## config.mk

```make
export PLATFORM = sky130hd
export DESIGN_NAME = freq_duty_autorange_meter_core
export DESIGN_NICKNAME = d
export VERILOG_FILES = /design/src/hdl/fdm_pkg.sv /design/src/hdl/fdm_front.sv /design/src/hdl/fdm_div.sv /design/src/hdl/fdm_back.sv /design/src/hdl/freq_duty_autorange_meter_core.sv
export SDC_FILE = /design/constraint.sdc
export NUM_CORES = 2
export LEC_CHECK = 0
export ABC_AREA = 1
export BUFFER_PORTS_ARGS = -buffer_cell sky130_fd_sc_hd__buf_2
export CORE_MARGIN = 1
export CORE_UTILIZATION = 40
export CTS_CLUSTER_DIAMETER = 40
export DETAILED_ROUTE_END_ITERATION = 7
export HOLD_SLACK_MARGIN = 0.06
export PLACE_DENSITY = 0.53
export SLEW_MARGIN = 20
export SYNTH_ARGS = -nofsm -noshare
export SYNTH_HDL_FRONTEND = slang
export SYNTH_HIERARCHICAL = 1
export SYNTH_SLANG_ARGS = --single-unit
export TNS_END_PERCENT = 50
```

## constraint.sdc

```tcl
create_clock -name clk -period 7.95 [get_ports clk]
set_clock_uncertainty 0.2 [all_clocks]
set_input_delay 1.59 -clock clk [delete_from_list [all_inputs] [get_ports clk]]
set_output_delay 1.59 -clock clk [all_outputs]
set_load 0.1 [all_outputs]
```

## src/hdl/fdm_pkg.sv

```systemverilog
// Package for the frequency and duty meter: payload structs, the front-to-back
// job word, divider request and response, and the range tables.
// Used by every module of the block; has no dependencies.
package fdm_pkg;

	localparam int FRAC_BITS  = 8;
	localparam int HIST_DEPTH = 8;
	localparam int HIST_AW    = $clog2(HIST_DEPTH);
	localparam int FILL_W     = $clog2(HIST_DEPTH + 1);
	localparam int HZ_W       = 32 + FRAC_BITS;
	localparam int DNUM_W     = 47;
	localparam int DIV_W      = 48;
	localparam int CNT_W      = $clog2(DIV_W + 1);

	localparam logic [1:0] ST_OK       = 2'd0;
	localparam logic [1:0] ST_NO_SIG   = 2'd1;
	localparam logic [1:0] ST_OVER     = 2'd2;
	localparam logic [1:0] ST_HW_FAIL  = 2'd3;

	localparam logic [2:0] RANGE_AUTO  = 3'd0;
	localparam logic [2:0] RANGE_RESET = 3'd3;
	localparam logic [2:0] NO_CAND     = 3'd7;

	localparam logic REG_SELECT  = 1'b0;
	localparam logic REG_STARTED = 1'b1;

	typedef struct packed {
		logic        capture_valid;
		logic [31:0] period_cnt;
		logic [31:0] high_cnt;
		logic [31:0] clock_hz;
	} capture_t;

	typedef struct packed {
		logic [1:0]  status;
		logic [25:0] avg_hz;
		logic [14:0] avg_duty;
		logic [2:0]  active_range;
		logic        overrange;
		logic        range_changed;
		logic [7:0]  invalid_streak;
		logic [3:0]  history_level;
	} result_t;

	typedef struct packed {
		logic              invalid;
		logic [31:0]       period;
		logic [HZ_W-1:0]   hz_num;
		logic [DNUM_W-1:0] duty_num;
	} job_t;

	typedef struct packed {
		logic             start;
		logic [DIV_W-1:0] num;
		logic [31:0]      den;
	} div_req_t;

	typedef struct packed {
		logic             done;
		logic [DIV_W-1:0] quo;
	} div_rsp_t;

	// Decade tops and guard bands, already scaled by the fraction bits.
	function automatic logic [HZ_W-1:0] decade_top(input logic [2:0] r);
		logic [31:0] v;
		unique case (r)
			3'd1:    v = 32'd20;
			3'd2:    v = 32'd200;
			3'd3:    v = 32'd2000;
			3'd4:    v = 32'd20000;
			3'd5:    v = 32'd200000;
			default: v = 32'd0;
		endcase
		return {v, {FRAC_BITS{1'b0}}};
	endfunction

	function automatic logic [HZ_W-1:0] guard_min(input logic [2:0] r);
		logic [31:0] v;
		unique case (r)
			3'd2:    v = 32'd18;
			3'd3:    v = 32'd180;
			3'd4:    v = 32'd1800;
			3'd5:    v = 32'd18000;
			default: v = 32'd0;
		endcase
		return {v, {FRAC_BITS{1'b0}}};
	endfunction

	function automatic logic [HZ_W-1:0] guard_max(input logic [2:0] r);
		logic [31:0] v;
		unique case (r)
			3'd1:    v = 32'd22;
			3'd2:    v = 32'd220;
			3'd3:    v = 32'd2200;
			3'd4:    v = 32'd22000;
			3'd5:    v = 32'd220000;
			default: v = 32'd0;
		endcase
		return {v, {FRAC_BITS{1'b0}}};
	endfunction

	function automatic logic [3:0] bad_capture_limit(input logic [2:0] r);
		logic [3:0] v;
		unique case (r)
			3'd1:    v = 4'd8;
			3'd2:    v = 4'd7;
			3'd3:    v = 4'd5;
			3'd4:    v = 4'd4;
			3'd5:    v = 4'd3;
			default: v = 4'd5;
		endcase
		return v;
	endfunction

endpackage

```

## src/hdl/fdm_front.sv

```systemverilog
// Front end of the meter: checks each capture, forms the divider numerators and
// holds jobs in a two-entry queue for the back end. Depends on fdm_pkg.
module fdm_front (
	input  logic             clk,
	input  logic             arst_n,
	input  logic             push,
	output logic             full,
	input  fdm_pkg::capture_t capture,
	input  logic             take,
	output logic             avail,
	output fdm_pkg::job_t    head
);
	import fdm_pkg::*;

	job_t       slot_q [2];
	logic       wr_q;
	logic       rd_q;
	logic [1:0] cnt_q;
	job_t       job;
	logic [DNUM_W-1:0] high_x;
	logic       do_push;
	logic       do_take;

	// Duty numerator is high * 100 * 256 = high * 25600 = high * (2^14 + 2^13 + 2^10).
	assign high_x = DNUM_W'(capture.high_cnt);

	always_comb begin
		job.invalid  = !capture.capture_valid || (capture.period_cnt == 32'd0)
			|| (capture.clock_hz == 32'd0) || (capture.high_cnt > capture.period_cnt);
		job.period   = capture.period_cnt;
		job.hz_num   = {capture.clock_hz, {FRAC_BITS{1'b0}}};
		job.duty_num = (high_x << 14) + (high_x << 13) + (high_x << 10);
	end

	assign full    = (cnt_q == 2'd2);
	assign avail   = (cnt_q != 2'd0);
	assign head    = slot_q[rd_q];
	assign do_push = push && !full;
	assign do_take = take && avail;

	always_ff @(posedge clk) begin
		if (do_push) begin
			slot_q[wr_q] <= job;
		end
	end

	always_ff @(posedge clk or negedge arst_n) begin
		if (!arst_n) begin
			wr_q  <= 1'b0;
			rd_q  <= 1'b0;
			cnt_q <= 2'd0;
		end else begin
			if (do_push) begin
				wr_q <= !wr_q;
			end
			if (do_take) begin
				rd_q <= !rd_q;
			end
			if (do_push && !do_take) begin
				cnt_q <= cnt_q + 2'd1;
			end else if (!do_push && do_take) begin
				cnt_q <= cnt_q - 2'd1;
			end
		end
	end

endmodule

```

## src/hdl/fdm_div.sv

```systemverilog
// Restoring divider, one quotient bit per cycle, shared by all divisions of the
// back end. Depends on fdm_pkg.
module fdm_div (
	input  logic              clk,
	input  logic              arst_n,
	input  fdm_pkg::div_req_t req,
	output fdm_pkg::div_rsp_t rsp
);
	import fdm_pkg::*;

	logic [31:0]      den_q;
	logic [31:0]      rem_q;
	logic [DIV_W-1:0] quo_q;
	logic [CNT_W-1:0] cnt_q;
	logic             busy_q;
	logic             done_q;
	logic [32:0]      shifted;
	logic             fits;

	assign shifted = {rem_q, quo_q[DIV_W-1]};
	assign fits    = shifted >= {1'b0, den_q};

	always_ff @(posedge clk) begin
		if (req.start) begin
			den_q <= req.den;
			rem_q <= 32'd0;
			quo_q <= req.num;
		end else if (busy_q) begin
			rem_q <= fits ? 32'(shifted - {1'b0, den_q}) : shifted[31:0];
			quo_q <= {quo_q[DIV_W-2:0], fits};
		end
	end

	always_ff @(posedge clk or negedge arst_n) begin
		if (!arst_n) begin
			busy_q <= 1'b0;
			done_q <= 1'b0;
			cnt_q  <= '0;
		end else begin
			done_q <= 1'b0;
			if (req.start) begin
				busy_q <= 1'b1;
				cnt_q  <= CNT_W'(DIV_W - 1);
			end else if (busy_q) begin
				cnt_q <= cnt_q - 1'b1;
				if (cnt_q == '0) begin
					busy_q <= 1'b0;
					done_q <= 1'b1;
				end
			end
		end
	end

	assign rsp.done = done_q;
	assign rsp.quo  = quo_q;

endmodule

```

## src/hdl/fdm_back.sv

```systemverilog
// Back end of the meter: sequences the divisions, range tracking, history ring
// and averaging for one job at a time, and holds the result register.
// Depends on fdm_pkg; drives the shared fdm_div unit.
module fdm_back (
	input  logic              clk,
	input  logic              arst_n,
	input  logic              cfg_we,
	input  logic              cfg_index,
	input  logic [2:0]        cfg_data,
	input  logic              avail,
	input  fdm_pkg::job_t     head,
	output logic              take,
	output fdm_pkg::div_req_t div_req,
	input  fdm_pkg::div_rsp_t div_rsp,
	output logic              empty,
	input  logic              pop,
	output fdm_pkg::result_t  result
);
	import fdm_pkg::*;

	typedef enum logic [7:0] {
		S_IDLE   = 8'b0000_0001,
		S_DHZ    = 8'b0000_0010,
		S_DDUTY  = 8'b0000_0100,
		S_DECIDE = 8'b0000_1000,
		S_SUM    = 8'b0001_0000,
		S_AVGH   = 8'b0010_0000,
		S_AVGD   = 8'b0100_0000,
		S_EMIT   = 8'b1000_0000
	} state_t;

	state_t            state_q;
	job_t              job_q;
	logic [HZ_W-1:0]   hz_q;
	logic [14:0]       duty_q;
	logic [25:0]       hist_hz_q   [HIST_DEPTH];
	logic [14:0]       hist_duty_q [HIST_DEPTH];
	logic [HIST_AW-1:0] wp_q;
	logic [FILL_W-1:0] fill_q;
	logic [7:0]        inv_cnt_q;
	logic [2:0]        range_q;
	logic [2:0]        cand_q;
	logic [1:0]        votes_q;
	logic              ovf_q;
	logic [2:0]        sel_q;
	logic              started_q;
	logic [HIST_AW-1:0] idx_q;
	logic [FILL_W-1:0] n_q;
	logic [FILL_W-1:0] left_q;
	logic [28:0]       sum_hz_q;
	logic [17:0]       sum_duty_q;
	logic [1:0]        status_q;
	logic              changed_q;
	logic [25:0]       avg_hz_q;
	logic [14:0]       avg_duty_q;
	logic              out_valid_q;
	result_t           out_q;

	// Invalid capture decision.
	logic [7:0]        inc_cnt;
	logic              hw_fail;
	logic              stale;
	logic [7:0]        eff_cnt;
	logic              use_hist;

	// Valid capture decision.
	logic [2:0]        target;
	logic [3:0]        range_up;
	logic [HZ_W+2:0]   hz_x5;
	logic              fast;
	logic [1:0]        next_votes;
	logic              do_switch;
	logic              in_band;
	logic              switching;
	logic              store;
	logic [FILL_W-1:0] new_fill;
	logic [FILL_W-1:0] window;
	logic [HIST_AW-1:0] prev_idx;
	logic              out_free;
	logic [2:0]        cfg_sel;

	always_comb begin
		inc_cnt  = (inv_cnt_q == 8'd255) ? inv_cnt_q : inv_cnt_q + 8'd1;
		hw_fail  = !started_q && (fill_q == '0);
		stale    = (range_q >= 3'd4) && (inc_cnt >= 8'd2);
		eff_cnt  = stale ? 8'd0 : inc_cnt;
		use_hist = !stale && (fill_q != '0) && (eff_cnt < 8'(bad_capture_limit(range_q)));
	end

	always_comb begin
		if (hz_q == '0) begin
			target = 3'd0;
		end else if (hz_q <= decade_top(3'd1)) begin
			target = 3'd1;
		end else if (hz_q <= decade_top(3'd2)) begin
			target = 3'd2;
		end else if (hz_q <= decade_top(3'd3)) begin
			target = 3'd3;
		end else if (hz_q <= decade_top(3'd4)) begin
			target = 3'd4;
		end else if (hz_q <= decade_top(3'd5)) begin
			target = 3'd5;
		end else begin
			target = 3'd0;
		end
		range_up   = {1'b0, range_q} + 4'd1;
		hz_x5      = {hz_q, 2'b00} + (HZ_W+3)'(hz_q);
		// A switch of one decade is immediate only above 1.6 times the guard top.
		fast       = ({1'b0, target} > range_up) || (({1'b0, target} == range_up)
			&& (hz_x5 > ((HZ_W+3)'(guard_max(range_q)) << 3)));
		if (cand_q == target) begin
			next_votes = (votes_q < 2'd3) ? votes_q + 2'd1 : votes_q;
		end else begin
			next_votes = 2'd1;
		end
		do_switch  = fast || (next_votes >= 2'd2);
		in_band    = (hz_q > guard_min(sel_q)) && (hz_q <= guard_max(sel_q));
		switching  = !job_q.invalid && (sel_q == RANGE_AUTO) && (target != 3'd0)
			&& (target != range_q) && do_switch;
		// The sample is stored whenever a valid job goes on to averaging.
		store      = !job_q.invalid && ((sel_q == RANGE_AUTO) ? ((target != 3'd0)
			&& ((target == range_q) || !do_switch)) : in_band);
		new_fill   = (fill_q == FILL_W'(HIST_DEPTH)) ? fill_q : fill_q + 1'b1;
		if (hz_q < HZ_W'(100 << FRAC_BITS)) begin
			window = FILL_W'(8);
		end else if (hz_q < HZ_W'(1000 << FRAC_BITS)) begin
			window = FILL_W'(6);
		end else begin
			window = FILL_W'(4);
		end
		prev_idx = idx_q - 1'b1;
		out_free = !out_valid_q || pop;
		cfg_sel  = (cfg_data > 3'd5) ? RANGE_AUTO : cfg_data;
	end

	always_comb begin
		take        = (state_q == S_IDLE) && avail;
		div_req     = '0;
		div_req.den = job_q.period;
		unique case (state_q)
			S_IDLE: begin
				div_req.start = avail && !head.invalid;
				div_req.num   = DIV_W'(head.hz_num);
				div_req.den   = head.period;
			end
			S_DHZ: begin
				div_req.start = div_rsp.done;
				div_req.num   = DIV_W'(job_q.duty_num);
			end
			S_SUM: begin
				div_req.start = (left_q == '0);
				div_req.num   = DIV_W'(sum_hz_q);
				div_req.den   = 32'(n_q);
			end
			S_AVGH: begin
				div_req.start = div_rsp.done;
				div_req.num   = DIV_W'(sum_duty_q);
				div_req.den   = 32'(n_q);
			end
			S_DDUTY, S_DECIDE, S_AVGD, S_EMIT: begin
				div_req.start = 1'b0;
			end
			default: begin
				div_req.start = 1'b0;
			end
		endcase
	end

	always_ff @(posedge clk) begin
		if (take) begin
			job_q <= head;
		end
		if ((state_q == S_DHZ) && div_rsp.done) begin
			hz_q <= div_rsp.quo[HZ_W-1:0];
		end
		if ((state_q == S_DDUTY) && div_rsp.done) begin
			duty_q <= div_rsp.quo[14:0];
		end
		if ((state_q == S_DECIDE) && store) begin
			hist_hz_q[wp_q]   <= hz_q[25:0];
			hist_duty_q[wp_q] <= duty_q;
		end
	end

	always_ff @(posedge clk or negedge arst_n) begin
		if (!arst_n) begin
			state_q     <= S_IDLE;
			wp_q        <= '0;
			fill_q      <= '0;
			inv_cnt_q   <= 8'd0;
			range_q     <= RANGE_RESET;
			cand_q      <= NO_CAND;
			votes_q     <= 2'd0;
			ovf_q       <= 1'b0;
			sel_q       <= RANGE_AUTO;
			started_q   <= 1'b0;
			idx_q       <= '0;
			n_q         <= '0;
			left_q      <= '0;
			sum_hz_q    <= '0;
			sum_duty_q  <= '0;
			status_q    <= ST_OK;
			changed_q   <= 1'b0;
			avg_hz_q    <= '0;
			avg_duty_q  <= '0;
			out_valid_q <= 1'b0;
			out_q       <= '0;
		end else begin
			if ((state_q == S_EMIT) && out_free) begin
				out_valid_q <= 1'b1;
			end else if (pop) begin
				out_valid_q <= 1'b0;
			end
			if (cfg_we) begin
				unique case (cfg_index)
					REG_SELECT: begin
						sel_q     <= cfg_sel;
						ovf_q     <= 1'b0;
						votes_q   <= 2'd0;
						cand_q    <= NO_CAND;
						wp_q      <= '0;
						fill_q    <= '0;
						inv_cnt_q <= 8'd0;
						if (cfg_sel != RANGE_AUTO) begin
							range_q <= cfg_sel;
						end else if (range_q < 3'd1 || range_q > 3'd5) begin
							range_q <= RANGE_RESET;
						end
					end
					REG_STARTED: begin
						started_q <= cfg_data[0];
					end
					default: begin
						started_q <= started_q;
					end
				endcase
			end
			unique case (state_q)
				S_IDLE: begin
					if (avail) begin
						state_q <= head.invalid ? S_DECIDE : S_DHZ;
					end
				end
				S_DHZ: begin
					if (div_rsp.done) begin
						state_q <= S_DDUTY;
					end
				end
				S_DDUTY: begin
					if (div_rsp.done) begin
						state_q <= S_DECIDE;
					end
				end
				S_DECIDE: begin
					changed_q  <= switching;
					avg_hz_q   <= '0;
					avg_duty_q <= '0;
					sum_hz_q   <= '0;
					sum_duty_q <= '0;
					if (job_q.invalid) begin
						if (hw_fail) begin
							inv_cnt_q <= inc_cnt;
							status_q  <= ST_HW_FAIL;
							state_q   <= S_EMIT;
						end else begin
							inv_cnt_q <= eff_cnt;
							if (stale) begin
								wp_q   <= '0;
								fill_q <= '0;
							end
							if (use_hist) begin
								// The whole history is averaged.
								status_q <= ST_OK;
								n_q      <= fill_q;
								left_q   <= fill_q;
								idx_q    <= wp_q;
								state_q  <= S_SUM;
							end else begin
								status_q <= ST_NO_SIG;
								state_q  <= S_EMIT;
							end
						end
					end else begin
						inv_cnt_q <= 8'd0;
						if (store) begin
							status_q <= ST_OK;
							wp_q     <= wp_q + 1'b1;
							fill_q   <= new_fill;
							idx_q    <= wp_q + 1'b1;
							n_q      <= (window < new_fill) ? window : new_fill;
							left_q   <= (window < new_fill) ? window : new_fill;
							state_q  <= S_SUM;
						end else begin
							status_q <= switching ? ST_NO_SIG : ST_OVER;
							state_q  <= S_EMIT;
							// An auto overrange keeps the history; the other cases drop it.
							if (switching || (sel_q != RANGE_AUTO)) begin
								wp_q   <= '0;
								fill_q <= '0;
							end
						end
						if (sel_q == RANGE_AUTO) begin
							if (target == 3'd0) begin
								votes_q <= 2'd0;
								cand_q  <= NO_CAND;
								ovf_q   <= 1'b1;
							end else if (target == range_q) begin
								votes_q <= 2'd0;
								cand_q  <= NO_CAND;
								ovf_q   <= 1'b0;
							end else if (do_switch) begin
								range_q <= target;
								votes_q <= 2'd0;
								cand_q  <= NO_CAND;
								ovf_q   <= 1'b0;
							end else begin
								cand_q  <= target;
								votes_q <= next_votes;
								ovf_q   <= 1'b0;
							end
						end else begin
							ovf_q <= !in_band;
						end
					end
				end
				S_SUM: begin
					if (left_q != '0) begin
						sum_hz_q   <= sum_hz_q + 29'(hist_hz_q[prev_idx]);
						sum_duty_q <= sum_duty_q + 18'(hist_duty_q[prev_idx]);
						idx_q      <= prev_idx;
						left_q     <= left_q - 1'b1;
					end else begin
						state_q <= S_AVGH;
					end
				end
				S_AVGH: begin
					if (div_rsp.done) begin
						avg_hz_q <= div_rsp.quo[25:0];
						state_q  <= S_AVGD;
					end
				end
				S_AVGD: begin
					if (div_rsp.done) begin
						avg_duty_q <= div_rsp.quo[14:0];
						state_q    <= S_EMIT;
					end
				end
				S_EMIT: begin
					if (out_free) begin
						out_q.status         <= status_q;
						out_q.avg_hz         <= avg_hz_q;
						out_q.avg_duty       <= avg_duty_q;
						out_q.active_range   <= range_q;
						out_q.overrange      <= ovf_q;
						out_q.range_changed  <= changed_q;
						out_q.invalid_streak <= inv_cnt_q;
						out_q.history_level  <= fill_q;
						state_q              <= S_IDLE;
					end
				end
				default: begin
					state_q <= S_IDLE;
				end
			endcase
		end
	end

	assign empty  = !out_valid_q;
	assign result = out_q;

endmodule

```

## src/hdl/freq_duty_autorange_meter_core.sv

```systemverilog
// Frequency and duty meter with decade auto-ranging, top level.
// An invalid capture answered without history needs no division; one averaged from
// n = 1..8 entries needs two divisions, and a stored valid one needs four, all on one
// bit-serial divider, with one history read per averaged entry.
// One capture at a time is in the back end; two more wait in the front.
// Reset (arst_n low) clears control state at once; no clearing pass is needed.
module freq_duty_autorange_meter_core (
	input  logic              clk,
	input  logic              arst_n,
	input  logic              push,
	output logic              full,
	input  fdm_pkg::capture_t capture,
	output logic              empty,
	input  logic              pop,
	output fdm_pkg::result_t  result,
	input  logic              cfg_we,
	input  logic              cfg_index,
	input  logic [2:0]        cfg_data
);
	import fdm_pkg::*;

	logic     take;
	logic     avail;
	job_t     head;
	div_req_t div_req;
	div_rsp_t div_rsp;

	fdm_front u_front (
		.clk     (clk),
		.arst_n  (arst_n),
		.push    (push),
		.full    (full),
		.capture (capture),
		.take    (take),
		.avail   (avail),
		.head    (head)
	);

	fdm_div u_div (
		.clk    (clk),
		.arst_n (arst_n),
		.req    (div_req),
		.rsp    (div_rsp)
	);

	fdm_back u_back (
		.clk       (clk),
		.arst_n    (arst_n),
		.cfg_we    (cfg_we),
		.cfg_index (cfg_index),
		.cfg_data  (cfg_data),
		.avail     (avail),
		.head      (head),
		.take      (take),
		.div_req   (div_req),
		.div_rsp   (div_rsp),
		.empty     (empty),
		.pop       (pop),
		.result    (result)
	);

endmodule

```

# [After elaboration in Yosys (flattened, before gate mapping)]
# Memory sizes are Yosys's and may differ from the RTL's.
# Cells that the tools add are included.
[totals] register_bits=458 latch_bits=0 ramBits=552 input_bits=106 memories=3 rom_bits=0
[mem_list] name="u_front.slot_q" depth=2 width=112 rd=1 rd_clocked_by_memory_dff=0 wr=1 line="fdm_front.sv:15" source="job_t slot_q [2];"
[mem_list] name="u_back.hist_hz_q" depth=8 width=26 rd=1 rd_clocked_by_memory_dff=0 wr=1 line="fdm_back.sv:36" source="logic [25:0] hist_hz_q [HIST_DEPTH];"
[mem_list] name="u_back.hist_duty_q" depth=8 width=15 rd=1 rd_clocked_by_memory_dff=0 wr=1 line="fdm_back.sv:37" source="logic [14:0] hist_duty_q [HIST_DEPTH];"
[classes] mul=0 order_cmp=22 bitwise_logic=1 n_shift=0 n_reduce_logical=78 addsub=16 n_mux=133 div=0 n_eq_ne=39
[op_table] op="one-hot mux 47 bit (4 select lines)" count=1
[op_table] op="one-hot mux 18 bit (5 select lines)" count=2
[op_table] op="2-to-1 mux 8 bit" count=18
[op_table] op="2-to-1 mux 3 bit" count=38
[op_table] op="2-to-1 mux 48 bit" count=2
[op_table] op="2-to-1 mux 4 bit" count=17
[op_table] op="zero test 32 bit" count=2
[op_table] op="one-hot mux 32 bit (2 select lines)" count=1
[op_table] op="one-hot mux 8 bit (8 select lines)" count=1
[op_table] op="one-hot mux 15 bit (4 select lines)" count=1
[op_table] op="one-hot mux 29 bit (2 select lines)" count=1
[op_table] op="one-hot mux 26 bit (2 select lines)" count=1
[op_table] op="adder 46 x 45 -> 47 bit" count=1
[op_table] op="adder 47 x 42 -> 47 bit" count=1
[op_table] op="adder 42 x 40 -> 43 bit" count=1
[op_table] op="> comparator 43 x 29 -> 1 bit" count=1
[op_table] op="> comparator 40 x 23 -> 1 bit" count=1
[op_table] op="less-or-equal comparator 40 x 13 -> 1 bit (second input constant)" count=1
[op_table] op="less-or-equal comparator 40 x 16 -> 1 bit (second input constant)" count=1
[op_table] op="less-or-equal comparator 40 x 19 -> 1 bit (second input constant)" count=1
[op_table] op="less-or-equal comparator 40 x 23 -> 1 bit (second input constant)" count=1
[op_table] op="less-or-equal comparator 40 x 26 -> 1 bit" count=1
[op_table] op="less-or-equal comparator 40 x 26 -> 1 bit (second input constant)" count=1
[op_table] op="zero test 40 bit" count=1
[op_table] op="74 further kinds" count=192

# [Depth between registers and ports, before layout]
[depth] depth_word=19 depth_mapped=35

# [Cells and area by module]
# The synthesis kept the hierarchy.
[modules_own_cells] module="fdm_back" area_each_um2=33794.9 instances=1 cells_per_inst=3673
[modules_own_cells] module="fdm_front" area_each_um2=11499.8 instances=1 cells_per_inst=1207
[modules_own_cells] module="fdm_div" area_each_um2=7434.6 instances=1 cells_per_inst=1032

# [Least setup slack after synthesis]
# OpenSTA, ideal clock, no wires.
[synth_timing] kind="flip-flop to flip-flop" start="register u_back.hz_q[0]" end="memory u_back.hist_duty_q[4][0] (enable)" slack_ns=0.969 path_buffers=0 arrival_time_ns=6.291 stages_incl_launch_ff=31 setup_time_ns=0.490 period_less_slack_ns=6.981 cell_sequence="edfxtp_1 ha_1 fa_1 inv_1 nor2_1 nand3_1 nand3_1 nand2_1 nand2_1 nand3_1 nand2_1 xor2_1 ha_1 nand2_1 nor2_1 nand2_1 nor2_1 nand2_1 nor2_1 nand3_1 nor2_1 nand3_1 nor2_1 nand3_1 nor2_1 nand3_1 nand3_2 nand2_4 nand2_8 nand4_1 nor3_1"
[synth_via] elab_chain_cells=19
[synth_lines] element="start, declared" line="fdm_back.sv:34" source="logic [HZ_W-1:0] hz_q;"
[synth_lines] element="start signal, assigned" line="fdm_back.sv:174" source="hz_q <= div_rsp.quo[HZ_W-1:0];"
[synth_lines] element="less-or-equal comparator 40 x 26 -> 1 bit" line="fdm_back.sv:101" source="end else if (hz_q <= decade_top(3'd5)) begin"
[synth_lines] element="2-to-1 mux 3 bit" line="fdm_back.sv:101"
[synth_lines] element="2-to-1 mux 3 bit" line="fdm_back.sv:99" source="end else if (hz_q <= decade_top(3'd4)) begin"
[synth_lines] element="2-to-1 mux 3 bit" line="fdm_back.sv:97" source="end else if (hz_q <= decade_top(3'd3)) begin"
[synth_lines] element="2-to-1 mux 3 bit" line="fdm_back.sv:95" source="end else if (hz_q <= decade_top(3'd2)) begin"
[synth_lines] element="2-to-1 mux 3 bit" line="fdm_back.sv:93" source="end else if (hz_q <= decade_top(3'd1)) begin"
[synth_lines] element="2-to-1 mux 3 bit" line="fdm_back.sv:91" source="if (hz_q == '0) begin"
[synth_lines] element="== test 3 bit / == test 3 x 4 -> 1 bit (equally long branches)" line="fdm_back.sv:111, fdm_back.sv:109"
[synth_lines] element="(+3 left out)"
[synth_lines] element="zero test 1 bit" line="fdm_back.sv:122" source="&& ((target == range_q) || !do_switch)) : in_band);"
[synth_lines] element="logical OR 1 bit" line="fdm_back.sv:122"
[synth_lines] element="logical AND 1 bit" line="fdm_back.sv:122"
[synth_lines] element="2-to-1 mux 1 bit (*)" line="fdm_back.sv:121" source="store = !job_q.invalid && ((sel_q == RANGE_AUTO) ? ((target != 3'd0)"
[synth_lines] element="logical AND 1 bit (*)" line="fdm_back.sv:121"
[synth_lines] element="logical AND 1 bit (*)" line="fdm_back.sv:179" source="if ((state_q == S_DECIDE) && store) begin"
[synth_lines] element="2-to-1 mux 1 bit (*)" line="fdm_back.sv:179"
[synth_lines] element="2-to-1 mux 1 bit (not written as such) (*)" line="fdm_back.sv:181" source="hist_duty_q[wp_q] <= duty_q;"
[synth_lines] element="end, declared" line="fdm_back.sv:37"
# Every way passes the cells marked *; elsewhere a longest branch is shown, timed or not.

# [Final worst setup path]
[layout_timing] start="register u_back.idx_q[0]" end="register u_back.sum_hz_q[22]"
[layout_via] elab_chain_cells=5
[layout_lines] element="start, declared" line="fdm_back.sv:47" source="logic [HIST_AW-1:0] idx_q;"
[layout_lines] element="start signal, assigned" line="fdm_back.sv:276" source="idx_q <= wp_q;"
[layout_lines] element="start signal, assigned" line="fdm_back.sv:289" source="idx_q <= wp_q + 1'b1;"
[layout_lines] element="start signal, assigned" line="fdm_back.sv:330" source="idx_q <= prev_idx;"
[layout_lines] element="subtractor 3 x 1 -> 3 bit" line="fdm_back.sv:131" source="prev_idx = idx_q - 1'b1;"
[layout_lines] element="memory (8 x 26 bit)"
[layout_lines] element="adder 29 x 26 -> 29 bit" line="fdm_back.sv:328" source="sum_hz_q <= sum_hz_q + 29'(hist_hz_q[prev_idx]);"
[layout_lines] element="2-to-1 mux 29 bit" line="fdm_back.sv:327" source="if (left_q != '0) begin"
[layout_lines] element="one-hot mux 29 bit (2 select lines)" line="fdm_back.sv:238" source="unique case (state_q)"
[layout_lines] element="end signal, assigned" line="fdm_back.sv:328"
[layout_lines] element="end, declared" line="fdm_back.sv:50" source="logic [28:0] sum_hz_q;"
# Every way passes these cells. The select of a mux whose other input is x is not followed.
# A chain may end at the register's enable or synchronous reset.

==> impl_metrics.ini <==
[outcome]
status = finished, final reports clean

[yosys]
synth.distinct_cells = 70
yosys.area.top_type = edfxtp_1
ys_seq_elements = 990
async_reset_ff_share_pct = 21.3
synth-compound-area-share_pct = 9.17
synth-xor-area-share_pct = 1.10
synth_flop_cell = edfxtp_1
synth-simple-area-share_pct = 22.2
ys_seq_area_share_pct = 53.8
synth_edf_count = 747
synthAdderAreaFrac_pct = 7.04
synthTopCellsByArea = edfxtp_1 43%, nand2_1 12%, dfrtp_1 9.7%
synthesis.area_um2 = 52700
synth_top_family_by_area = simple AND/OR/NAND/NOR gates
muxShareOfSynthArea_pct = 0.0403
netlist.area_leader.share_pct = 42.5
synth_cells = 5912
syn_area_per_cell_um2 = 8.92
yosysWarnings = 6

[routing]
routed_wirelength_um = 156000
avgRoutedWirePerCell_um = 19.6
drtIter0Drc = 3225
drcViolationCount = 0
vias = 41000
ant_nets = 0
first_pass_iters = 6
vias_per_cell = 5.14

[worst_setup_path]
crit_slowest_cell = inv_4
critPathKind = reg -> reg
cp_common_cell = o21ai_0
r2r_cells = 23
crit_path_cell_trace = inv_4 -> ha_2 -> inv_2 -> buf_4 -> nor2_1 -> o21ai_0 -> a31oi_1 -> fa_1 -> nand3_1 -> nand3_1 -> nand2_1 -> nand2_1 -> a21oi_1 -> o21ai_0 -> inv_1 -> o21ai_0 -> a21boi_0 -> inv_1 -> a21o_1 -> a21o_1 -> a21oi_1 -> o21ai_0 -> o21ai_0
critical_path_peak_fanout = 93
crit_arrival_ns = 6.46
slowest_delay_ns = 0.73
cp-end-kind = flip-flop
worstPathRequired_ns = 8.40
startpoint_type = flip-flop

[hold_path]
hold_depth = 0
hold_class = reg -> reg

[global_route]
grt_pass1_vias = 39300
grt_max_degree = 108
grt_overflow = 0
grtUsageTotal_pct = 23.5
antenna_found_initial = 7
grt_pass1_wl_um = 238000

[pwr]
internal_power_mw = 13.6
p_seq_share_pct = 32.5
power.density_nw_per_um2 = 388
power_mw = 23.5
vdd_drop_max_mv = 0.351
switchingPower_mw = 9.94
swShare_pct = 42.3
clock_power_share_pct = 27.5
p_leak_nw = 26.6
p_comb_share_pct = 40.1

[sta]
fin_tns_setup_ns = 0
finalSetupViolations = 0
holdWs_ns = 0.246
slew-limit-headroom_pct = 29.7
hold_violations = 0
post-route-min-period_ns = 6.01
tightestPinTransition_ns = 1.05
rsz0062_at_grt = no
fmax_mhz = 166
fin_crit_sh_pct = 75.6
finalWorstSetupSlack_ns = 1.94
slew_violations = 0

[clock_tree]
htreeDepth = 4
ctsResizeCount = 0
clk_pin_slew_worst_paths_ns = 0.05
clk_latency_ns = 0.77
cts_buffers = 143
postCtsSetupRepairBufs = 0
cts.path.max_buffers = 3
root_buffer = clkbuf_16
cts_sinks = 990
cts_hold_buffers = 0
cts_tree = built

[cells_and_area]
multi_input_comb_area_um2 = 21100
drive_gt1_share_pct = 9.27
syn_to_final_growth_pct = 14.9
nets = 6495
post-route-util_pct = 46.5
fill_cells = 12700
register_area_um2 = 28400

[die]
pin_count = 168
dieArea_um2 = 133000
row_count = 132
fp.dieH_um = 365
die_w_um = 365
initial_core_util_pct = 40.5
coreArea_um2 = 130000

[place]
place_ws_ns = 1.96
gp_congestion = 0.937
numPortBuffers = 167
place_hpwl_um = 111000

[run]
max_cap_violations = 0
[cell families after synthesis]
family	after synthesis
compound gates	853
xor+xnor	66
fa+ha+maj	277
buf+inv	895
flops	990
mux	2
other cells	2
simple gates	2827
[power by group through the flow]
| stage | Clock, mW | Sequential, mW | Combinational, mW |
|---|---|---|---|
| floorplan | 0 | 8.58 | 5.87 |
| CTS | 6.57 | 7.65 | 9.44 |
| finish | 6.45 | 7.63 | 9.42 |
| detailed placement | 0 | 7.74 | 9.41 |
| global placement | 0 | 7.72 | 9.36 |
| global route | 6.79 | 7.73 | 10.5 |
[worst max-delay path: cells and delay by family (launching register included)]
| family | cells | cell delay (ns) |
|---|---|---|
| buf+inv | 5 | 1.87 |
| compound gates | 11 | 1.74 |
| fa+ha+maj | 2 | 0.95 |
| flops | 1 | 0.70 |
| simple gates | 5 | 0.41 |
[per-stage QoR]
step,cells,instance area [µm²]
after floorplan,5929,52800
after global placement,7708,55600
after detailed placement,7708,55600
after CTS,7973,60500
after global routing,7975,60600
final,7976,60600
[flip-flops by register name, indices dropped and copies added, names as in the netlist, 4 cells and up]
name,cells
u_back/avg_duty_q,15
u_back/avg_hz_q,26
u_back/duty_q,15
u_back/fill_q,4
u_back/hist_duty_q,120
u_back/hist_hz_q,208
u_back/hz_q,40
u_back/inv_cnt_q,8
u_back/job_q,80
u_back/left_q,4
u_back/n_q,4
u_back/result,60
u_back/state_q,8
u_back/sum_duty_q,18
u_back/sum_hz_q,29
u_div/cnt_q,6
u_div/den_q,32
u_div/quo_q,48
u_div/rem_q,32
u_front/slot_q,204
[layer usage]
layer / vias up / part of all wire [%] / wire [µm] / global-route usage [%]
met5: - / 0.047 / 74 / 0
met2: 1063 / 47 / 74100 / 38.9
li1: 20100 / - / - / -
met4: 12 / 2.4 / 3810 / 6.81
met3: 231 / 5.3 / 8330 / 3.23
met1: 19500 / 45 / 70100 / 32.1
[placed cells by master (no fill, tap or decap), types with 166 or more instances in the layout]
cell / instances
ha_1: 243
dfrtp_1: 203
inv_1: 688
nand2_1: 1663
buf_2: 166
nor2_1: 655
edfxtp_1: 747
a21oi_1: 195
nand3_1: 261
o21ai_0: 368
[final timing paths]
path | slack, ns | from | endpoint
setup / recovery | 1.94 | u_back/idx_q[0] | u_back/sum_hz_q[22]
setup reg to reg | 1.94 | u_back/idx_q[0] | u_back/sum_hz_q[22]
hold / removal | 0.25 | u_div/quo_q[27] | u_back/hz_q[27]
hold reg to reg | 0.25 | u_div/quo_q[27] | u_back/hz_q[27]
min in group asynchronous | 0.69 | arst_n | u_back/result[22]
max in group asynchronous | 5.30 | arst_n | u_back/sel_q[0]
[layout make-up]
class | count | share of cell area (%)
multi-input cells | 4044 | 34.8
repair buffers | 226 | 2.18
inverters | 707 | 4.39
clock inverters | 92 | 1.88
clock buffers | 173 | 6.32
well taps | 1742 | 3.60
diodes | 2 | 0.00826
flip-flops and latches | 990 | 46.8
[synthesized netlist by cell type, types with 20 or more instances]
master	number
nand2_1	1664
edfxtp_1	747
inv_1	691
nor2_1	663
o21ai_0	368
nand3_1	261
ha_1	244
dfrtp_1	205
a21oi_1	195
clkbuf_1	134
o22ai_1	97
a31oi_1	55
nor3_1	53
nand4_1	46
xor2_1	45
fa_1	33
nand3b_1	33
dfxtp_1	32
buf_4	23
nand2_2	23
o21ai_1	23
xnor2_1	21
nor4_1	20
(Power assumes the default switching activity.)
